### src/hw/rtl/sd_spi_init_and_block_read_unit_defines.svh
// Assertion macros shared by the SD card SPI host RTL.
// No other dependencies; include after the clock and reset ports are declared.
`ifndef SD_SPI_INIT_AND_BLOCK_READ_UNIT_DEFINES_SVH
`define SD_SPI_INIT_AND_BLOCK_READ_UNIT_DEFINES_SVH

// The antecedent implies the consequent in the same cycle.
`define SDSPI_ASSERT_IMPLIES(label, ante, cons) \
    label: assert property (@(posedge aclk) disable iff (!aresetn) (ante) |-> (cons)) \
        else $error("sdspi: same-cycle check failed");

// The antecedent implies the consequent in the next cycle.
`define SDSPI_ASSERT_NEXT(label, ante, cons) \
    label: assert property (@(posedge aclk) disable iff (!aresetn) (ante) |=> (cons)) \
        else $error("sdspi: next-cycle check failed");

`endif

### src/hw/rtl/sdspi_pkg.sv
// Types and constants of the SD card SPI-mode host controller.
// No dependencies; imported by the sequencer and the top level.
`default_nettype none

package sdspi_pkg;

    // Request codes carried with every input request.
    typedef enum logic [1:0] {
        ACT_INIT = 2'd0,
        ACT_READ = 2'd1,
        ACT_XFER = 2'd2
    } action_t;

    // Sequencer phases: each command has a send phase and a response wait phase.
    typedef enum logic [4:0] {
        PH_IDLE      = 5'd0,
        PH_DUMMY     = 5'd1,
        PH_CMD0_TX   = 5'd2,
        PH_CMD0_RX   = 5'd3,
        PH_CMD55_TX  = 5'd4,
        PH_CMD55_RX  = 5'd5,
        PH_ACMD41_TX = 5'd6,
        PH_ACMD41_RX = 5'd7,
        PH_CMD16_TX  = 5'd8,
        PH_CMD16_RX  = 5'd9,
        PH_CMD17_TX  = 5'd10,
        PH_CMD17_RX  = 5'd11,
        PH_TOKEN     = 5'd12,
        PH_DATA      = 5'd13
    } phase_t;

    typedef enum logic [2:0] {
        K_CMD0   = 3'd0,
        K_CMD55  = 3'd1,
        K_ACMD41 = 3'd2,
        K_CMD16  = 3'd3,
        K_CMD17  = 3'd4
    } cmd_t;

    typedef struct packed {
        logic [7:0] tx_byte;
        logic       tx_valid;
        logic       chip_select_active;
        logic [7:0] data_byte;
        logic       data_valid;
        logic       done_res;
        logic       status;
    } result_t;

    localparam int         COMMAND_BYTES = 6;
    localparam int         WAIT_W        = 20;
    localparam int         DUMMY_W       = 8;
    localparam int         BLOCK_ADDR_W  = 27;
    localparam int         APB_ADDR_W    = 3;
    localparam int         APB_DATA_W    = 32;
    localparam int         S_TDATA_W     = 40;
    localparam int         M_TDATA_W     = 24;

    localparam logic [7:0] FILL_BYTE   = 8'hFF;
    localparam logic [7:0] DATA_TOKEN  = 8'hFE;
    localparam logic [7:0] CMD0_CRC    = 8'h95;
    localparam logic [7:0] OP_CMD0     = 8'h40;
    localparam logic [7:0] OP_CMD55    = 8'h77;
    localparam logic [7:0] OP_ACMD41   = 8'h69;
    localparam logic [7:0] OP_CMD16    = 8'h50;
    localparam logic [7:0] OP_CMD17    = 8'h51;

    localparam logic [WAIT_W-1:0]  TIMEOUT_RESET = 20'd1000000;
    localparam logic [DUMMY_W-1:0] DUMMY_RESET   = 8'd200;

    // Register index, taken from paddr[2].
    localparam logic REG_TIMEOUT = 1'b0;
    localparam logic REG_DUMMY   = 1'b1;

    function automatic logic [7:0] opcode(cmd_t k);
        logic [7:0] op;
        case (k)
            K_CMD0:   op = OP_CMD0;
            K_CMD55:  op = OP_CMD55;
            K_ACMD41: op = OP_ACMD41;
            K_CMD16:  op = OP_CMD16;
            K_CMD17:  op = OP_CMD17;
            default:  op = OP_CMD0;
        endcase
        return op;
    endfunction

endpackage

`default_nettype wire

### src/hw/rtl/sdspi_seq.sv
// Command sequencer of the SD card SPI host: phase register, counters and
// the combinational decision of the next byte. Depends on sdspi_pkg.
`default_nettype none

module sdspi_seq
    import sdspi_pkg::*;
#(
    parameter int BLOCK_BYTES = 32
) (
    input  wire                     aclk,
    input  wire                     aresetn,
    input  wire                     step,
    input  wire [1:0]               action,
    input  wire [BLOCK_ADDR_W-1:0]  block_address,
    input  wire [7:0]               rx_byte,
    input  wire [WAIT_W-1:0]        timeout_limit,
    input  wire [DUMMY_W-1:0]       dummy_bytes,
    output result_t                 res
);

    localparam int IDX_BITS = $clog2(BLOCK_BYTES + 1);
    localparam int IDX_W    = (IDX_BITS > DUMMY_W) ? IDX_BITS : DUMMY_W;
    localparam logic [IDX_W-1:0] BLOCK_LEN = IDX_W'(BLOCK_BYTES);
    localparam logic [IDX_W-1:0] CMD_LEN   = IDX_W'(COMMAND_BYTES);
    localparam logic [31:0]      BLOCK_ARG = 32'(BLOCK_BYTES);

    phase_t              phase_reg,        phase_next;
    logic [IDX_W-1:0]    byte_index_reg,   byte_index_next;
    logic [WAIT_W-1:0]   wait_count_reg,   wait_count_next;
    logic [WAIT_W-1:0]   retry_count_reg,  retry_count_next;
    logic [31:0]         byte_address_reg, byte_address_next;

    logic [WAIT_W-1:0]   limit;
    logic [WAIT_W-1:0]   wait_dec;
    logic [WAIT_W-1:0]   retry_dec;
    logic [IDX_W-1:0]    index_inc;
    cmd_t                kind;

    logic [7:0]          tx_byte_w;
    logic                tx_valid_w;
    logic [7:0]          data_byte_w;
    logic                data_valid_w;
    logic                done_w;
    logic                status_w;

    function automatic cmd_t cmd_of(phase_t ph);
        cmd_t k;
        case (ph)
            PH_CMD55_TX,  PH_CMD55_RX:  k = K_CMD55;
            PH_ACMD41_TX, PH_ACMD41_RX: k = K_ACMD41;
            PH_CMD16_TX,  PH_CMD16_RX:  k = K_CMD16;
            PH_CMD17_TX,  PH_CMD17_RX:  k = K_CMD17;
            default:                    k = K_CMD0;
        endcase
        return k;
    endfunction

    function automatic phase_t tx_phase(cmd_t k);
        phase_t ph;
        case (k)
            K_CMD55:  ph = PH_CMD55_TX;
            K_ACMD41: ph = PH_ACMD41_TX;
            K_CMD16:  ph = PH_CMD16_TX;
            K_CMD17:  ph = PH_CMD17_TX;
            default:  ph = PH_CMD0_TX;
        endcase
        return ph;
    endfunction

    function automatic phase_t rx_phase(cmd_t k);
        phase_t ph;
        case (k)
            K_CMD55:  ph = PH_CMD55_RX;
            K_ACMD41: ph = PH_ACMD41_RX;
            K_CMD16:  ph = PH_CMD16_RX;
            K_CMD17:  ph = PH_CMD17_RX;
            default:  ph = PH_CMD0_RX;
        endcase
        return ph;
    endfunction

    // Byte of a six-byte command frame: opcode, four argument bytes, then CRC 0x95 for CMD0 or the fill byte otherwise.
    function automatic logic [7:0] cmd_byte(cmd_t k, logic [2:0] pos, logic [31:0] addr);
        logic [31:0] arg;
        logic [7:0]  b;
        arg = '0;
        if (k == K_CMD16) arg = BLOCK_ARG;
        if (k == K_CMD17) arg = addr;
        case (pos)
            3'd0:    b = opcode(k);
            3'd1:    b = arg[31:24];
            3'd2:    b = arg[23:16];
            3'd3:    b = arg[15:8];
            3'd4:    b = arg[7:0];
            default: b = (k == K_CMD0) ? CMD0_CRC : FILL_BYTE;
        endcase
        return b;
    endfunction

    // A zero limit still allows one try.
    assign limit     = (timeout_limit == '0) ? WAIT_W'(1) : timeout_limit;
    assign wait_dec  = wait_count_reg - WAIT_W'(1);
    assign retry_dec = retry_count_reg - WAIT_W'(1);
    assign index_inc = byte_index_reg + IDX_W'(1);
    assign kind      = cmd_of(phase_reg);

    // Output decision for the current request.
    always_comb begin
        tx_byte_w    = '0;
        tx_valid_w   = 1'b0;
        data_byte_w  = '0;
        data_valid_w = 1'b0;
        done_w       = 1'b0;
        status_w     = 1'b0;
        case (action)
            ACT_INIT: begin
                tx_valid_w = 1'b1;
                tx_byte_w  = (dummy_bytes != '0) ? FILL_BYTE : opcode(K_CMD0);
            end
            ACT_READ: begin
                tx_valid_w = 1'b1;
                tx_byte_w  = opcode(K_CMD17);
            end
            ACT_XFER: begin
                if (phase_reg != PH_IDLE) begin
                    tx_valid_w = 1'b1;
                    tx_byte_w  = FILL_BYTE;
                    case (phase_reg)
                        PH_DUMMY: begin
                            if (byte_index_reg >= IDX_W'(dummy_bytes)) begin
                                tx_byte_w = opcode(K_CMD0);
                            end
                        end
                        PH_CMD0_TX, PH_CMD55_TX, PH_ACMD41_TX, PH_CMD16_TX,
                        PH_CMD17_TX: begin
                            if (byte_index_reg < CMD_LEN) begin
                                tx_byte_w = cmd_byte(kind, byte_index_reg[2:0],
                                                     byte_address_reg);
                            end
                        end
                        PH_CMD0_RX, PH_CMD55_RX, PH_ACMD41_RX, PH_CMD16_RX,
                        PH_CMD17_RX: begin
                            if (rx_byte == FILL_BYTE) begin
                                if (wait_dec == '0) begin
                                    done_w   = 1'b1;
                                    status_w = 1'b1;
                                end
                            end else begin
                                case (kind)
                                    K_CMD0:  tx_byte_w = opcode(K_CMD55);
                                    K_CMD55: tx_byte_w = opcode(K_ACMD41);
                                    K_ACMD41: begin
                                        if (rx_byte == 8'h00) begin
                                            tx_byte_w = opcode(K_CMD16);
                                        end else if (retry_dec == '0) begin
                                            done_w   = 1'b1;
                                            status_w = 1'b1;
                                        end else begin
                                            tx_byte_w = opcode(K_CMD55);
                                        end
                                    end
                                    K_CMD16: done_w = 1'b1;
                                    default: ;
                                endcase
                            end
                        end
                        PH_TOKEN: begin
                            if (rx_byte != DATA_TOKEN && wait_dec == '0) begin
                                done_w   = 1'b1;
                                status_w = 1'b1;
                            end
                        end
                        PH_DATA: begin
                            data_byte_w  = rx_byte;
                            data_valid_w = 1'b1;
                            if (index_inc >= BLOCK_LEN) done_w = 1'b1;
                        end
                        default: begin
                            done_w   = 1'b1;
                            status_w = 1'b1;
                        end
                    endcase
                    if (done_w) begin
                        tx_valid_w = 1'b0;
                        tx_byte_w  = '0;
                    end
                end
            end
            default: ;
        endcase
    end

    // Next state of the sequencer.
    always_comb begin
        phase_next        = phase_reg;
        byte_index_next   = byte_index_reg;
        wait_count_next   = wait_count_reg;
        retry_count_next  = retry_count_reg;
        byte_address_next = byte_address_reg;
        case (action)
            ACT_INIT: begin
                phase_next      = (dummy_bytes != '0) ? PH_DUMMY : PH_CMD0_TX;
                byte_index_next = IDX_W'(1);
            end
            ACT_READ: begin
                byte_address_next = 32'(32'(block_address) * BLOCK_ARG);
                phase_next        = PH_CMD17_TX;
                byte_index_next   = IDX_W'(1);
            end
            ACT_XFER: begin
                if (phase_reg != PH_IDLE) begin
                    case (phase_reg)
                        PH_DUMMY: begin
                            if (byte_index_reg < IDX_W'(dummy_bytes)) begin
                                byte_index_next = index_inc;
                            end else begin
                                phase_next      = PH_CMD0_TX;
                                byte_index_next = IDX_W'(1);
                            end
                        end
                        PH_CMD0_TX, PH_CMD55_TX, PH_ACMD41_TX, PH_CMD16_TX,
                        PH_CMD17_TX: begin
                            if (byte_index_reg < CMD_LEN) begin
                                byte_index_next = index_inc;
                            end else begin
                                phase_next      = rx_phase(kind);
                                wait_count_next = limit;
                            end
                        end
                        PH_CMD0_RX, PH_CMD55_RX, PH_ACMD41_RX, PH_CMD16_RX,
                        PH_CMD17_RX: begin
                            if (rx_byte == FILL_BYTE) begin
                                wait_count_next = wait_dec;
                            end else begin
                                case (kind)
                                    K_CMD0: begin
                                        retry_count_next = limit;
                                        phase_next       = tx_phase(K_CMD55);
                                        byte_index_next  = IDX_W'(1);
                                    end
                                    K_CMD55: begin
                                        phase_next      = tx_phase(K_ACMD41);
                                        byte_index_next = IDX_W'(1);
                                    end
                                    K_ACMD41: begin
                                        retry_count_next = retry_dec;
                                        byte_index_next  = IDX_W'(1);
                                        phase_next       = (rx_byte == 8'h00) ?
                                                           tx_phase(K_CMD16) :
                                                           tx_phase(K_CMD55);
                                    end
                                    K_CMD17: begin
                                        phase_next      = PH_TOKEN;
                                        wait_count_next = limit;
                                    end
                                    default: ;
                                endcase
                            end
                        end
                        PH_TOKEN: begin
                            if (rx_byte == DATA_TOKEN) begin
                                phase_next      = PH_DATA;
                                byte_index_next = '0;
                            end else begin
                                wait_count_next = wait_dec;
                            end
                        end
                        PH_DATA: byte_index_next = index_inc;
                        default: ;
                    endcase
                    if (done_w) phase_next = PH_IDLE;
                end
            end
            default: ;
        endcase
    end

    always_comb begin
        res.tx_byte            = tx_byte_w;
        res.tx_valid           = tx_valid_w;
        res.chip_select_active = (phase_next != PH_IDLE);
        res.data_byte          = data_byte_w;
        res.data_valid         = data_valid_w;
        res.done_res           = done_w;
        res.status             = status_w;
    end

    always_ff @(posedge aclk) begin
        if (!aresetn) begin
            phase_reg        <= PH_IDLE;
            byte_index_reg   <= '0;
            wait_count_reg   <= '0;
            retry_count_reg  <= '0;
            byte_address_reg <= '0;
        end else if (step) begin
            phase_reg        <= phase_next;
            byte_index_reg   <= byte_index_next;
            wait_count_reg   <= wait_count_next;
            retry_count_reg  <= retry_count_next;
            byte_address_reg <= byte_address_next;
        end
    end

endmodule

`default_nettype wire

### src/hw/rtl/sd_spi_init_and_block_read_unit.sv
// SD card SPI-mode host: init sequence and 32-byte block read, one byte exchange per request.
// An accepted request is held in the input register, its result then in the output or skid register.
// Throughput: one request per cycle while the skid slot is empty; next byte decided combinationally.
// A skid register lets one more request in while a result waits on m_tready.
// Reset (aresetn low, synchronous) idles the sequencer, empties all stages and restores registers.
// Depends on sdspi_pkg, sdspi_seq and the assertion macro header.
`default_nettype none
`include "sd_spi_init_and_block_read_unit_defines.svh"

module sd_spi_init_and_block_read_unit
    import sdspi_pkg::*;
#(
    parameter int BLOCK_BYTES = 32
) (
    input  wire                   aclk,
    input  wire                   aresetn,
    // Configuration port
    input  wire                   psel,
    input  wire                   penable,
    input  wire                   pwrite,
    input  wire [APB_ADDR_W-1:0]  paddr,
    input  wire [APB_DATA_W-1:0]  pwdata,
    output logic [APB_DATA_W-1:0] prdata,
    output logic                  pready,
    // Request channel
    input  wire                   s_tvalid,
    output logic                  s_tready,
    input  wire [S_TDATA_W-1:0]   s_tdata,  // block_address[26:0], rx_byte[34:27], zero pad
    input  wire [1:0]             s_tuser,  // action[1:0]
    // Result channel
    output logic                  m_tvalid,
    input  wire                   m_tready,
    output logic [M_TDATA_W-1:0]  m_tdata,  // tx_byte[7:0], chip_select_active[8],
                                            // data_byte[16:9], status[17], zero pad
    output logic [1:0]            m_tuser,  // tx_valid[0], data_valid[1]
    output logic                  m_tlast   // done_res
);

    logic [WAIT_W-1:0]       timeout_limit_reg, timeout_limit_next;
    logic [DUMMY_W-1:0]      dummy_bytes_reg,   dummy_bytes_next;
    logic                    cfg_write;

    logic                    in_valid_reg,  in_valid_next;
    logic [1:0]              in_action_reg;
    logic [BLOCK_ADDR_W-1:0] in_block_reg;
    logic [7:0]              in_rx_reg;

    logic                    out_valid_reg, out_valid_next;
    logic                    skid_valid_reg, skid_valid_next;
    result_t                 out_reg, out_next;
    result_t                 skid_reg, skid_next;
    result_t                 seq_res;

    logic                    s_accept;
    logic                    step;

    // Configuration registers
    assign pready    = 1'b1;
    assign cfg_write = psel && penable && pwrite && pready;

    always_comb begin
        timeout_limit_next = timeout_limit_reg;
        dummy_bytes_next   = dummy_bytes_reg;
        if (cfg_write) begin
            case (paddr[2])
                REG_TIMEOUT: timeout_limit_next = pwdata[WAIT_W-1:0];
                REG_DUMMY:   dummy_bytes_next   = pwdata[DUMMY_W-1:0];
                default: ;
            endcase
        end
    end

    always_comb begin
        case (paddr[2])
            REG_TIMEOUT: prdata = APB_DATA_W'(timeout_limit_reg);
            REG_DUMMY:   prdata = APB_DATA_W'(dummy_bytes_reg);
            default:     prdata = '0;
        endcase
    end

    always_ff @(posedge aclk) begin
        if (!aresetn) begin
            timeout_limit_reg <= TIMEOUT_RESET;
            dummy_bytes_reg   <= DUMMY_RESET;
        end else begin
            timeout_limit_reg <= timeout_limit_next;
            dummy_bytes_reg   <= dummy_bytes_next;
        end
    end

    // The input register moves on whenever the skid slot is free, so a
    // result can always land in either the output or the skid register.
    assign step     = in_valid_reg && !skid_valid_reg;
    assign s_tready = !in_valid_reg || !skid_valid_reg;
    assign s_accept = s_tvalid && s_tready;

    always_comb begin
        in_valid_next = in_valid_reg;
        if (s_accept) begin
            in_valid_next = 1'b1;
        end else if (step) begin
            in_valid_next = 1'b0;
        end
    end

    always_ff @(posedge aclk) begin
        if (s_accept) begin
            in_action_reg <= s_tuser;
            in_block_reg  <= s_tdata[BLOCK_ADDR_W-1:0];
            in_rx_reg     <= s_tdata[BLOCK_ADDR_W +: 8];
        end
    end

    sdspi_seq #(
        .BLOCK_BYTES (BLOCK_BYTES)
    ) u_seq (
        .aclk          (aclk),
        .aresetn       (aresetn),
        .step          (step),
        .action        (in_action_reg),
        .block_address (in_block_reg),
        .rx_byte       (in_rx_reg),
        .timeout_limit (timeout_limit_reg),
        .dummy_bytes   (dummy_bytes_reg),
        .res           (seq_res)
    );

    // Output register with skid slot
    always_comb begin
        out_valid_next  = out_valid_reg;
        skid_valid_next = skid_valid_reg;
        out_next        = out_reg;
        skid_next       = skid_reg;
        if (step) begin
            if (!out_valid_reg || m_tready) begin
                out_next       = seq_res;
                out_valid_next = 1'b1;
            end else begin
                skid_next       = seq_res;
                skid_valid_next = 1'b1;
            end
        end else if (out_valid_reg && m_tready) begin
            if (skid_valid_reg) begin
                out_next        = skid_reg;
                skid_valid_next = 1'b0;
            end else begin
                out_valid_next = 1'b0;
            end
        end
    end

    always_ff @(posedge aclk) begin
        if (!aresetn) begin
            in_valid_reg   <= 1'b0;
            out_valid_reg  <= 1'b0;
            skid_valid_reg <= 1'b0;
        end else begin
            in_valid_reg   <= in_valid_next;
            out_valid_reg  <= out_valid_next;
            skid_valid_reg <= skid_valid_next;
        end
    end

    always_ff @(posedge aclk) begin
        out_reg  <= out_next;
        skid_reg <= skid_next;
    end

    assign m_tvalid = out_valid_reg;
    assign m_tdata  = {6'b0, out_reg.status, out_reg.data_byte,
                       out_reg.chip_select_active, out_reg.tx_byte};
    assign m_tuser  = {out_reg.data_valid, out_reg.tx_valid};
    assign m_tlast  = out_reg.done_res;

    // The skid slot only fills behind a stalled output register.
    `SDSPI_ASSERT_IMPLIES(a_skid_behind_out, skid_valid_reg, out_valid_reg)
    // A finished request releases chip select and starts no further exchange.
    `SDSPI_ASSERT_IMPLIES(a_done_releases, out_valid_reg && out_reg.done_res,
        !out_reg.tx_valid && !out_reg.chip_select_active)
    // A timeout status is only reported with the end of a request.
    `SDSPI_ASSERT_IMPLIES(a_status_with_done, out_valid_reg && out_reg.status,
        out_reg.done_res)
    // Block data only arrives while the card is selected or on the final byte.
    `SDSPI_ASSERT_IMPLIES(a_data_selected, out_valid_reg && out_reg.data_valid,
        out_reg.chip_select_active || out_reg.done_res)
    // An accepted request is held in the input register in the next cycle.
    `SDSPI_ASSERT_NEXT(a_accept_loads, s_accept, in_valid_reg)

endmodule

`default_nettype wire
### config.mk
export PLATFORM = sky130hd
export DESIGN_NAME = sd_spi_init_and_block_read_unit
export DESIGN_NICKNAME = d
export VERILOG_FILES = /design/src/hw/rtl/sdspi_pkg.sv /design/src/hw/rtl/sdspi_seq.sv /design/src/hw/rtl/sd_spi_init_and_block_read_unit.sv
export VERILOG_INCLUDE_DIRS = /design/src /design/src/hw/rtl
export SDC_FILE = /design/constraint.sdc
export NUM_CORES = 1
export LEC_CHECK = 0
export BUFFER_PORTS_ARGS = -buffer_cell sky130_fd_sc_hd__buf_2
export CORE_MARGIN = 5
export CORE_UTILIZATION = 53
export DETAILED_ROUTE_END_ITERATION = 6
export GPL_TIMING_DRIVEN = 0
export MAX_ROUTING_LAYER = met4
export PLACE_DENSITY = 0.73
export SKIP_CTS_REPAIR_TIMING = 1
export SYNTH_ARGS = -nofsm -noshare
export SYNTH_HDL_FRONTEND = slang
export SYNTH_SLANG_ARGS = --single-unit
### constraint.sdc
create_clock -name aclk -period 4 [get_ports aclk]
set_clock_uncertainty 0.15 [all_clocks]
set_input_delay 0.4 -clock aclk [delete_from_list [all_inputs] [get_ports aclk]]
set_output_delay 0.4 -clock aclk [all_outputs]
set_load 0.1 [all_outputs]
==> impl_table.tex, run 1 <==
\begin{tabular}{lr}
\hline
Metric & Value \\
\hline
\multicolumn{2}{l}{\textbf{Run status}} \\
Run status & finished clean \\
\multicolumn{2}{l}{\textbf{Drt}} \\
DRC violation total after the first TritonRoute iteration & 1090 \\
Mean number of vias per cell & around 5.8 \\
Total detailed-routing wirelength & $\sim$30000 um \\
Wire length per cell & 18.1 um \\
Remaining DRCs & 0 \\
First-pass iteration count of the detailed router & 6 \\
Total via count in the routed design & 9537 \\
Antenna-violating nets left & 0 \\
\multicolumn{2}{l}{\textbf{Synth}} \\
Sequential element share of the synthesized area & 0.456 \\
Top cells by area in the synthesized netlist & edfxtp\_1 (23\%), dfxtp\_1 (22\%), nand2\_1 (6.9\%), a21oi\_1 (6.8\%), nor2\_1 (3.9\%) \\
Synth warn & 0 \\
Area fraction of the dominant cell type after synthesis & 0.232 \\
Synthesized area per cell & 8.49 sq um \\
Async S/R FF share, synth & 0 \\
Gate count of the mapped netlist & 1203 \\
Netlist cell types & 78 \\
Flop and latch count out of synthesis & just under 200 \\
Cell Area, Synth & $\sim$10000 sq um \\
Dominant register cell in the synthesized netlist & dfxtp\_1 \\
Leading area contributor after synthesis & edfxtp\_1 \\
Count of flip-flops with a built-in enable after synthesis & 79 \\
\multicolumn{2}{l}{\textbf{Cells and area}} \\
Layout fillers & 1654 \\
Nets & 1485 \\
Final core area utilization & 0.647 \\
Area growth from synthesis to final layout & 19.4\% \\
Share of final-layout standard cells stronger than drive strength 1 & 0.166 \\
Non-filler instance count after layout & 1657 \\
Inserted Diodes & 0 \\
Post-route cell area & 12200 sq um \\
\multicolumn{2}{l}{\textbf{CTS}} \\
Clock latency on the worst-skew pair & around 0.44 ns \\
CTS clock-pin slew for the worst setup and hold paths & 0.08 ns \\
Number of sinks handled by clock tree synthesis & 193 \\
Maximum clock insertion buffer count & 2 \\
TritonCTS clock tree & yes \\
Count of H-tree levels built during CTS & 4 \\
Master cell of the clock root buffer & clkbuf\_16 \\
Number of buffers created by CTS & 17 \\
\multicolumn{2}{l}{\textbf{Setup path}} \\
Critical path peak fanout & 10 \\
Crit path launch & u\_seq.wait\_count\_reg[0] \\
Launch point of the worst reg-to-reg path & u\_seq.wait\_count\_reg[0] \\
Category of the critical setup timing path & register to register \\
Startpoint Class & register \\
Data required time of the critical path & 4.03 ns \\
Crit path capture type & register \\
Crit path DAT & 3.83 ns \\
\multicolumn{2}{l}{\textbf{Die}} \\
Core area & around 19000 sq um \\
Ports placed on the boundary & 146 \\
Initial Utilization & 0.542 \\
Number of standard-cell rows in the floorplan & 50 \\
Die H & 149 um \\
Die area & between 20000 and 25000 sq um \\
Width of the die & 149 um \\
\multicolumn{2}{l}{\textbf{Placed design}} \\
Standard cell area after detailed placement & 11200 sq um \\
Detailed Place HPWL & between 20000 and 25000 um \\
Placer Congestion & between 0.9 and 1 \\
Number of cells in the design after placement & 1588 \\
PortBufs & 106 \\
Pre-CTS setup slack & -0.0250 ns \\
\multicolumn{2}{l}{\textbf{Timing}} \\
Normalized max-slew margin & 0.177 \\
Minimum period implied by the final worst setup slack & 3.80 ns \\
Final worst path period share & 0.951 \\
Sum of negative setup slack & 0 ns \\
Final setup viols & 0 \\
Worst Tran Pin Value & 1.23 ns \\
Hold\_ws & 0.0160 ns \\
Worst Slack Setup Final & 0.195 ns \\
Final Hold Vio Count & 0 \\
Setup repair after global routing missed its margin & no \\
Final number of max-transition violations & 0 \\
F\_max & 263 MHz \\
\multicolumn{2}{l}{\textbf{Global route}} \\
GRT overflow & 0 \\
Global-route wire length before repair & 46000 um \\
Vias in the first global route & 8777 \\
Antenna violations before repair & 0 \\
Global Route Usage Sum & 0.269 \\
Largest net degree at the start of global routing & 38 \\
\multicolumn{2}{l}{\textbf{Worst hold path}} \\
Type of the worst min-delay path & primary input to register \\
Launch point of the worst hold path & pwdata[18] \\
\multicolumn{2}{l}{\textbf{Pwr}} \\
Final Power & 4.49 mW \\
Leakage power of the design & 4.61 nW \\
P per Cell Area & about 370 nW/um\^{}2 \\
Maximum resistive drop on vdd & a little over 0.3 mV \\
\multicolumn{2}{l}{\textbf{Job}} \\
Maximum Capacitance Violations & 0 \\
\hline
\end{tabular}
worst paths after layout:
path / to / slack, ns / cells past startpoint
max: m_tdata[3] / 0.20 / 13
min reg2reg: u_seq.byte_address_reg[16] / 0.31 / 2
max reg2reg: m_tdata[3] / 0.20 / 13
min: timeout_limit_reg[18] / 0.02 / 3
layout by cell type (no fill, tap or decap), drive strengths merged, types with 22 or more instances in the layout:
master,n
nand2,189
nor3,38
buf,138
edfxtp,79
nand3,34
dfxtp,114
inv,38
a21oi,138
nor2,106
clkbuf,83
nor2b,22
dlygate4sd3,37
o21ai,68
mux2,25
cells by family after synthesis:
| kind of cell | Yosys count | share of synthesized area |
|---|---|---|
| AND/OR/NAND/NOR | 512 | 0.242 |
| AO/OA/AOI/OAI | 323 | 0.192 |
| flip-flops | 193 | 0.456 |
| buffers and inverters | 123 | 0.0542 |
| multiplexers | 26 | 0.0286 |
| adder cells (fa/ha/maj) | 17 | 0.0208 |
| XOR/XNOR | 7 | 0.00600 |
| other | 2 | 0.000735 |
report_power, final:
group | internal [mW] | leakage [nW] | switching, mW
clock network | 0.853 | 0.291 | 0.862
registers | 2.11 | 1.66 | 0.0405
logic | 0.175 | 2.66 | 0.456
total | 3.14 | 4.61 | 1.36
routing by layer:
layer  GRT usage  up-vias  share of wire
met5           -        -              0
li1            -     4656              -
met4      0.0783        0          0.022
met1       0.363     4432           0.44
met3      0.0668       58          0.090
met2       0.407      391           0.45
synth_stat cells, types with 4 or more instances:
cell type and count:
a211oi_1 11, a21boi_0 5, a21oi_1 138, a221o_1 4, a222oi_1 4, a22oi_1 7, a31oi_1 14, and2_1 15
and3_1 7, buf_1 4, buf_2 4, buf_4 19, clkbuf_1 66, dfxtp_1 114, edfxtp_1 79, ha_1 17
inv_1 28, mux2_2 25, nand2_1 189, nand2b_1 8, nand3_1 34, nand3b_1 5, nand4_1 15, nor2_1 106
nor2b_1 22, nor3_1 37, nor3b_1 4, nor4_1 17, o2111ai_1 4, o211ai_1 7, o21a_1 12, o21ai_0 66
o22ai_1 7, o31ai_1 14, or2_2 15, or3_1 11, or4_1 4, xnor2_1 4
critical path: stages (launching register included):
cell and delay, ns:
dfxtp_1 0.33, clkbuf_1 0.19, inv_1 0.16, ha_4 0.18
or4b_4 0.53, xnor2_1 0.17, o31ai_2 0.30, o2111ai_1 0.18
nor4_2 0.36, or3_4 0.22, buf_6 0.14, a31oi_1 0.05
or2_2 0.31, mux2_2 0.28
area by class of cell:
type / count / area (sq um) / share of cell area
plain buffers: 94 / 444 / 0.0364
clock buffers: 18 / 429 / 0.0352
clock inverters: 14 / 168 / 0.0138
inverters: 28 / 105 / 0.00862
multi-input cells: 904 / 5130 / 0.421
flip-flops and latches: 193 / 4650 / 0.382
well taps: 260 / 325 / 0.0267
repair buffers: 146 / 938 / 0.0770
Power figures use the tool's default switching activity.
==> inputs of run 2 (changes only) <==
--- a/config.mk
+++ b/config.mk
@@ -8,11 +8,12 @@
 export LEC_CHECK = 0
 export BUFFER_PORTS_ARGS = -buffer_cell sky130_fd_sc_hd__buf_2
 export CORE_MARGIN = 5
-export CORE_UTILIZATION = 53
+export CORE_UTILIZATION = 58
 export DETAILED_ROUTE_END_ITERATION = 6
+export GPL_ROUTABILITY_DRIVEN = 0
 export GPL_TIMING_DRIVEN = 0
 export MAX_ROUTING_LAYER = met4
-export PLACE_DENSITY = 0.73
+export PLACE_DENSITY = 0.79
 export SKIP_CTS_REPAIR_TIMING = 1
 export SYNTH_ARGS = -nofsm -noshare
 export SYNTH_HDL_FRONTEND = slang
==> run 2 against run 1 <==
Compared with the run above: the run now ends with DRC left; sequential share of layout area is 0.26 points higher; wire length is 0.80% lower; first-iteration DRC count is 11% higher; via count is 3.1% higher; total power is 1.1% lower; clock power is 3% lower; worst hold slack better by 0.0063 ns.
==> impl_table.tex, run 2 (synthesis results as in run 1) <==
\begin{tabular}{lr}
\hline
Metric & Value \\
\hline
\multicolumn{2}{l}{\textbf{Cells and area}} \\
Inserted Diodes & 0 \\
Total area of sequential cells & 4650 sq um \\
Area growth from synthesis to final layout & 18.6\% \\
Commonest non-fill, non-tap cell in the layout & nand2\_1 \\
Layout fillers & 1383 \\
Nets & about 1500 \\
Post-route cell area & 12100 sq um \\
Share of final-layout standard cells stronger than drive strength 1 & 0.165 \\
Area of the multi-input gates & 5110 sq um \\
Commonest cells after routing, fill and taps aside & nand2\_1 (189), a21oi\_1 (137), dfxtp\_1 (114) \\
\multicolumn{2}{l}{\textbf{Timing}} \\
Final setup viols & 0 \\
Final worst path period share & 0.944 \\
Worst Slack Setup Final & 0.225 ns \\
Final number of max-transition violations & 0 \\
F\_max & 265 MHz \\
Setup repair after global routing missed its margin & no \\
Hold\_ws & around 0.022 ns \\
Minimum period implied by the final worst setup slack & 3.77 ns \\
Final Hold Vio Count & 0 \\
Worst Tran Pin Value & 1.11 ns \\
Sum of negative setup slack & 0 ns \\
Normalized max-slew margin & 0.260 \\
\multicolumn{2}{l}{\textbf{Drt}} \\
Total detailed-routing wirelength & 29700 um \\
DRC violation total after the first TritonRoute iteration & 1209 \\
Wire length per cell & 18.3 um \\
Top layer in use & met4 \\
First-pass iteration count of the detailed router & 7 \\
Met3 Wirelength & 3090 um \\
Remaining DRCs & 5 \\
Mean number of vias per cell & 6.07 \\
Wire length on met1 & 12100 um \\
Total via count in the routed design & roughly 9800 \\
Met2 layer wire length in the routed design & between 10000 and 15000 um \\
Antenna-violating nets left & 0 \\
\multicolumn{2}{l}{\textbf{Setup path}} \\
Category of the critical setup timing path & register to register \\
Crit path max-delay cell type & or4b\_4 \\
Crit path capture type & register \\
Crit path DAT & 3.82 ns \\
Sum of buffers and inverters on the critical path & 3 \\
Max incr delay on CP & 0.55 ns \\
Critical path peak fanout & 10 \\
Worst-path cell chain & clkbuf\_1 > inv\_1 > ha\_2 > or4b\_4 > xnor2\_1 > o31ai\_2 > o2111ai\_1 > nor4\_2 > or3\_4 > buf\_6 > a31oi\_1 > or2\_2 > mux2\_2 \\
Startpoint Class & register \\
Cell family contributing the most delay on the critical path & simple AND/OR/NAND/NOR gates \\
Data required time of the critical path & 4.04 ns \\
\multicolumn{2}{l}{\textbf{Pwr}} \\
Final Power & approximately 4.4 mW \\
Maximum resistive drop on vdd & 0.318 mV \\
P per Cell Area & roughly 370 nW/um\^{}2 \\
Leakage power of the design & between 4 and 5 nW \\
\multicolumn{2}{l}{\textbf{Worst hold path}} \\
Type of the worst min-delay path & primary input to register \\
\multicolumn{2}{l}{\textbf{Global route}} \\
Global Route Usage Sum & 0.292 \\
Antenna violations before repair & 0 \\
Global-route wire length before repair & 46000 um \\
Largest net degree at the start of global routing & 38 \\
Vias in the first global route & roughly 9100 \\
GRT overflow & 0 \\
\multicolumn{2}{l}{\textbf{CTS}} \\
Master cell of the clock root buffer & clkbuf\_16 \\
TritonCTS clock tree & yes \\
Number of sinks handled by clock tree synthesis & around 190 \\
Number of buffers created by CTS & 17 \\
Maximum clock insertion buffer count & 2 \\
CTS clock-pin slew for the worst setup and hold paths & 0.07 ns \\
Clock latency on the worst-skew pair & 0.44 ns \\
Count of H-tree levels built during CTS & 4 \\
\multicolumn{2}{l}{\textbf{Run status}} \\
Run status & complete, but fails checks \\
Violated checks & DRC \\
\multicolumn{2}{l}{\textbf{Die}} \\
Width of the die & approximately 140 um \\
Number of standard-cell rows in the floorplan & 48 \\
Initial Utilization & 0.590 \\
Ports placed on the boundary & 146 \\
Die H & roughly 140 um \\
Die area & 20400 sq um \\
Core area & 17300 sq um \\
\multicolumn{2}{l}{\textbf{Placed design}} \\
PortBufs & 106 \\
Pre-CTS setup slack & around 0.0053 ns \\
Standard cell area after detailed placement & 11100 sq um \\
Detailed Place HPWL & 21000 um \\
\multicolumn{2}{l}{\textbf{Job}} \\
Maximum Capacitance Violations & 0 \\
\hline
\end{tabular}
run 2: path summary, 6_finish.rpt:
path | cells after the start | slack (ns) | endpoint | start
min | 3 | 0.02 | timeout_limit_reg[18] | pwdata[18]
max | 13 | 0.23 | m_tdata[3] | u_seq.wait_count_reg[0]
min reg2reg | 2 | 0.31 | u_seq.byte_address_reg[23] | u_seq.byte_address_reg[23]
max reg2reg | 13 | 0.23 | m_tdata[3] | u_seq.wait_count_reg[0]
run 2: worst register-to-register path, cell delays in order (launching register included):
cell and delay (ns):
dfxtp_1 0.32, clkbuf_1 0.21, inv_1 0.13, ha_2 0.26
or4b_4 0.55, xnor2_1 0.16, o31ai_2 0.25, o2111ai_1 0.17
nor4_2 0.30, or3_4 0.22, buf_6 0.14, a31oi_1 0.07
or2_2 0.33, mux2_2 0.27
run 2: per-layer routing:
| metal | track usage | vias to the layer above |
|---|---|---|
| met3 | 0.0599 | 82 |
| met4 | 0.104 | 0 |
| met5 | - | - |
| met1 | 0.388 | 4577 |
| met2 | 0.446 | 510 |
| li1 | - | 4666 |
run 2: final cells by class:
type	count	area share
clock inverters	14	0.0124
inverters	28	0.00868
repair buffers	145	0.0769
flip-flops and latches	193	0.384
clock buffers	18	0.0354
plain buffers	94	0.0367
multi-input cells	904	0.422
well taps	225	0.0233
run 2: where the power goes:
group / switching, mW / internal, mW / total (mW)
clock: 0.830 / 0.834 / 1.66
sequential: 0.0408 / 2.11 / 2.15
combinational: 0.459 / 0.175 / 0.634
run 2: per-stage QoR:
stage / util / std cells
floorplan: - / 1220
global placement: 0.641 / 1551
detailed placement: 0.643 / 1553
CTS: 0.677 / 1585
global route: 0.700 / 1621
finish: 0.700 / 1621
==> inputs of run 3 (changes only) <==
--- a/config.mk
+++ b/config.mk
@@ -13,8 +13,10 @@
 export GPL_ROUTABILITY_DRIVEN = 0
 export GPL_TIMING_DRIVEN = 0
 export MAX_ROUTING_LAYER = met4
-export PLACE_DENSITY = 0.79
+export PLACE_DENSITY = 0.78
+export RECOVER_POWER = 100
 export SKIP_CTS_REPAIR_TIMING = 1
 export SYNTH_ARGS = -nofsm -noshare
 export SYNTH_HDL_FRONTEND = slang
+export SYNTH_HIERARCHICAL = 1
 export SYNTH_SLANG_ARGS = --single-unit
==> run 3 against run 2 <==
Compared with the run above: maximum frequency down 2.6%; largest cell class unchanged; worst setup slack got worse by 0.10 ns; the run ends with capacitance limit, slew limit left; sequential cell count unchanged.
==> impl_table.tex, run 3 <==
\begin{tabular}{lr}
\hline
Metric & Value \\
\hline
\multicolumn{2}{l}{\textbf{Run status}} \\
Run status & complete, but fails checks \\
Violated checks & capacitance limit, slew limit \\
\multicolumn{2}{l}{\textbf{Synth}} \\
Commonest cells in the netlist & nand2\_1 (141), dfxtp\_1 (114), o21ai\_0 (108), nor2\_1 (98), edfxtp\_1 (79) \\
Flop and latch count out of synthesis & around 190 \\
Top-count cell post-synth & nand2\_1 \\
Top cells by area in the synthesized netlist & edfxtp\_1 (22\%), dfxtp\_1 (21\%), o21ai\_0 (5.1\%), nand2\_1 (5.0\%), nor2\_1 (3.5\%) \\
Gate count of the mapped netlist & $\sim$1200 \\
Main combinational cell family by area after synthesis & simple AND/OR/NAND/NOR gates \\
Async S/R FF share, synth & 0 \\
Leading area contributor after synthesis & edfxtp\_1 \\
Simple-gate share of the synthesized area & 0.231 \\
Dominant register cell in the synthesized netlist & dfxtp\_1 \\
Sequential element share of the synthesized area & 0.438 \\
Adder-cell share of the synthesized area & 0.0200 \\
Synthesized-area fraction occupied by ao, oa, aoi and oai cells & 0.201 \\
Synthesized area per cell & between 8 and 9 sq um \\
Area fraction of the dominant cell type after synthesis & 0.223 \\
Count of flip-flops with a built-in enable after synthesis & 79 \\
Netlist cell types & 85 \\
XOR/XNOR Fraction of Synth Area & 0.00330 \\
Cell Area, Synth & 10600 sq um \\
Synth warn & 6 \\
Mux contribution to synthesized area & 0.0458 \\
\multicolumn{2}{l}{\textbf{Placed design}} \\
Number of cells in the design after placement & 1549 \\
PortBufs & 106 \\
Pre-CTS setup slack & -0.372 ns \\
Detailed Place HPWL & between 20000 and 25000 um \\
\multicolumn{2}{l}{\textbf{Timing}} \\
Minimum period implied by the final worst setup slack & 3.87 ns \\
Setup repair after global routing missed its margin & no \\
Worst Tran Pin Value & 2.52 ns \\
Worst Slack Setup Final & roughly 0.13 ns \\
Final Hold Vio Count & 0 \\
F\_max & 258 MHz \\
Final number of max-transition violations & 38 \\
Sum of negative setup slack & 0 ns \\
Hold\_ws & 0.0152 ns \\
Normalized max-slew margin & -0.681 \\
Final worst path period share & 0.969 \\
Final setup viols & 0 \\
\multicolumn{2}{l}{\textbf{CTS}} \\
Number of sinks handled by clock tree synthesis & 193 \\
Clock latency on the worst-skew pair & 0.44 ns \\
Master cell of the clock root buffer & clkbuf\_16 \\
CTS clock-pin slew for the worst setup and hold paths & 0.08 ns \\
TritonCTS clock tree & yes \\
Maximum clock insertion buffer count & 2 \\
Number of buffers created by CTS & 17 \\
Count of H-tree levels built during CTS & 4 \\
\multicolumn{2}{l}{\textbf{Global route}} \\
GRT overflow & 0 \\
Global Route Usage Sum & 0.269 \\
Vias in the first global route & 8776 \\
Global-route wire length before repair & 45600 um \\
Largest net degree at the start of global routing & 38 \\
Antenna violations before repair & 2 \\
\multicolumn{2}{l}{\textbf{Cells and area}} \\
Commonest non-fill, non-tap cell in the layout & nand2\_1 \\
Area growth from synthesis to final layout & 17.0\% \\
Nets & between 1000 and 1500 \\
Non-filler instance count after layout & between 1500 and 2000 \\
Share of final-layout standard cells stronger than drive strength 1 & 0.131 \\
Commonest cells after routing, fill and taps aside & nand2\_1 (141), dfxtp\_1 (114), clkbuf\_1 (113) \\
\multicolumn{2}{l}{\textbf{Setup path}} \\
Crit path capture type & register \\
Crit path top cell by count & buf\_2 \\
Max incr delay on CP & 0.64 ns \\
Worst-path cell chain & clkbuf\_1 > and2\_1 > buf\_2 > or3\_1 > buf\_2 > a21oi\_1 > or3b\_1 > a2111oi\_1 > nor3b\_1 > o2111ai\_2 > mux2\_4 \\
Critical path peak fanout & 10 \\
Category of the critical setup timing path & register to register \\
Crit path DAT & 3.91 ns \\
Data required time of the critical path & 4.04 ns \\
Startpoint Class & register \\
Crit path max-delay cell type & a2111oi\_1 \\
\multicolumn{2}{l}{\textbf{Die}} \\
Number of standard-cell rows in the floorplan & 49 \\
Width of the die & between 100 and 150 um \\
Initial Utilization & 0.590 \\
Core area & 18000 sq um \\
Die area & 21100 sq um \\
Ports placed on the boundary & approximately 150 \\
Die H & 145 um \\
\multicolumn{2}{l}{\textbf{Drt}} \\
Remaining DRCs & 0 \\
Mean number of vias per cell & 6.19 \\
Antenna-violating nets left & 0 \\
Total detailed-routing wirelength & 30400 um \\
Wire length per cell & between 15 and 20 um \\
DRC violation total after the first TritonRoute iteration & between 1000 and 1500 \\
First-pass iteration count of the detailed router & 6 \\
Total via count in the routed design & around 10000 \\
\multicolumn{2}{l}{\textbf{Pwr}} \\
Final Power & 4.50 mW \\
Leakage power of the design & 4.62 nW \\
P per Cell Area & 362 nW/um\^{}2 \\
Maximum resistive drop on vdd & 0.304 mV \\
\multicolumn{2}{l}{\textbf{Worst hold path}} \\
Type of the worst min-delay path & primary input to register \\
\multicolumn{2}{l}{\textbf{Job}} \\
Maximum Capacitance Violations & 1 \\
\hline
\end{tabular}
-- run 3: cell count changes after synthesis, sizes merged, moves of 10 or more --
| cell | previous run | this run |
|---|---|---|
| a21oi | 138 | 62 |
| nand2 | 189 | 141 |
| o21ai | 68 | 115 |
| a21boi | 6 | 38 |
| nor2b | 22 | 40 |
| buf | 29 | 42 |
| and2 | 16 | 26 |
| or2 | 16 | 6 |
-- run 3: worst paths after layout --
kind,from,to,slack [ns],depth (start not counted)
max reg2reg,u_seq/phase_reg[2],m_tdata[8],0.13,11
min reg2reg,u_seq/byte_address_reg[31],u_seq/byte_address_reg[31],0.32,2
min,pwdata[9],timeout_limit_reg[9],0.02,3
max,u_seq/phase_reg[2],m_tdata[8],0.13,11
-- run 3: through the flow --
| step | cell area [sq um] | utilization |
|---|---|---|
| finish | 12400 | 0.690 |
| global route | 12400 | 0.690 |
| CTS | 12200 | 0.674 |
| detailed placement | 11500 | 0.641 |
| global placement | 11500 | 0.639 |
| floorplan | 10700 | - |
-- run 3: layout make-up --
class                      count  area [sq um]
fill                        1495          5590
multi-input combinational    884          5400
sequential                   193          4650
timing repair buffer         147           870
buffer                       105           515
clock buffer                  17           425
tap                          229           287
clock inverter                15           178
inverter                      29           109
antenna                        1          2.50
-- run 3: kinds of logic (layout without fill, tap and decap cells) --
family,Yosys count,in the layout
xor+xnor,4,4
simple gates,475,475
fa+ha+maj,17,17
compound gates,330,330
mux,39,39
buf+inv,135,313
other cells,2,20
flops,193,193
-- run 3: critical path: cells and delay by family (launching register included) --
kind | cells | cell delay [ns]
mux | 1 | 0.35
flops | 1 | 0.31
compound gates | 3 | 0.95
simple gates | 4 | 1.04
buf+inv | 3 | 0.82
-- run 3: per-layer routing --
metal,global-route usage,routed length (um),share of wire
met2,0.396,13800,0.46
met5,-,0,0
met3,0.0508,2910,0.096
met4,0.0910,873,0.029
met1,0.375,12800,0.42
-- run 3: where the power goes --
part           switching [mW]  internal (mW)
Combinational           0.453          0.173
Clock                   0.838          0.899
Sequential             0.0331           2.11
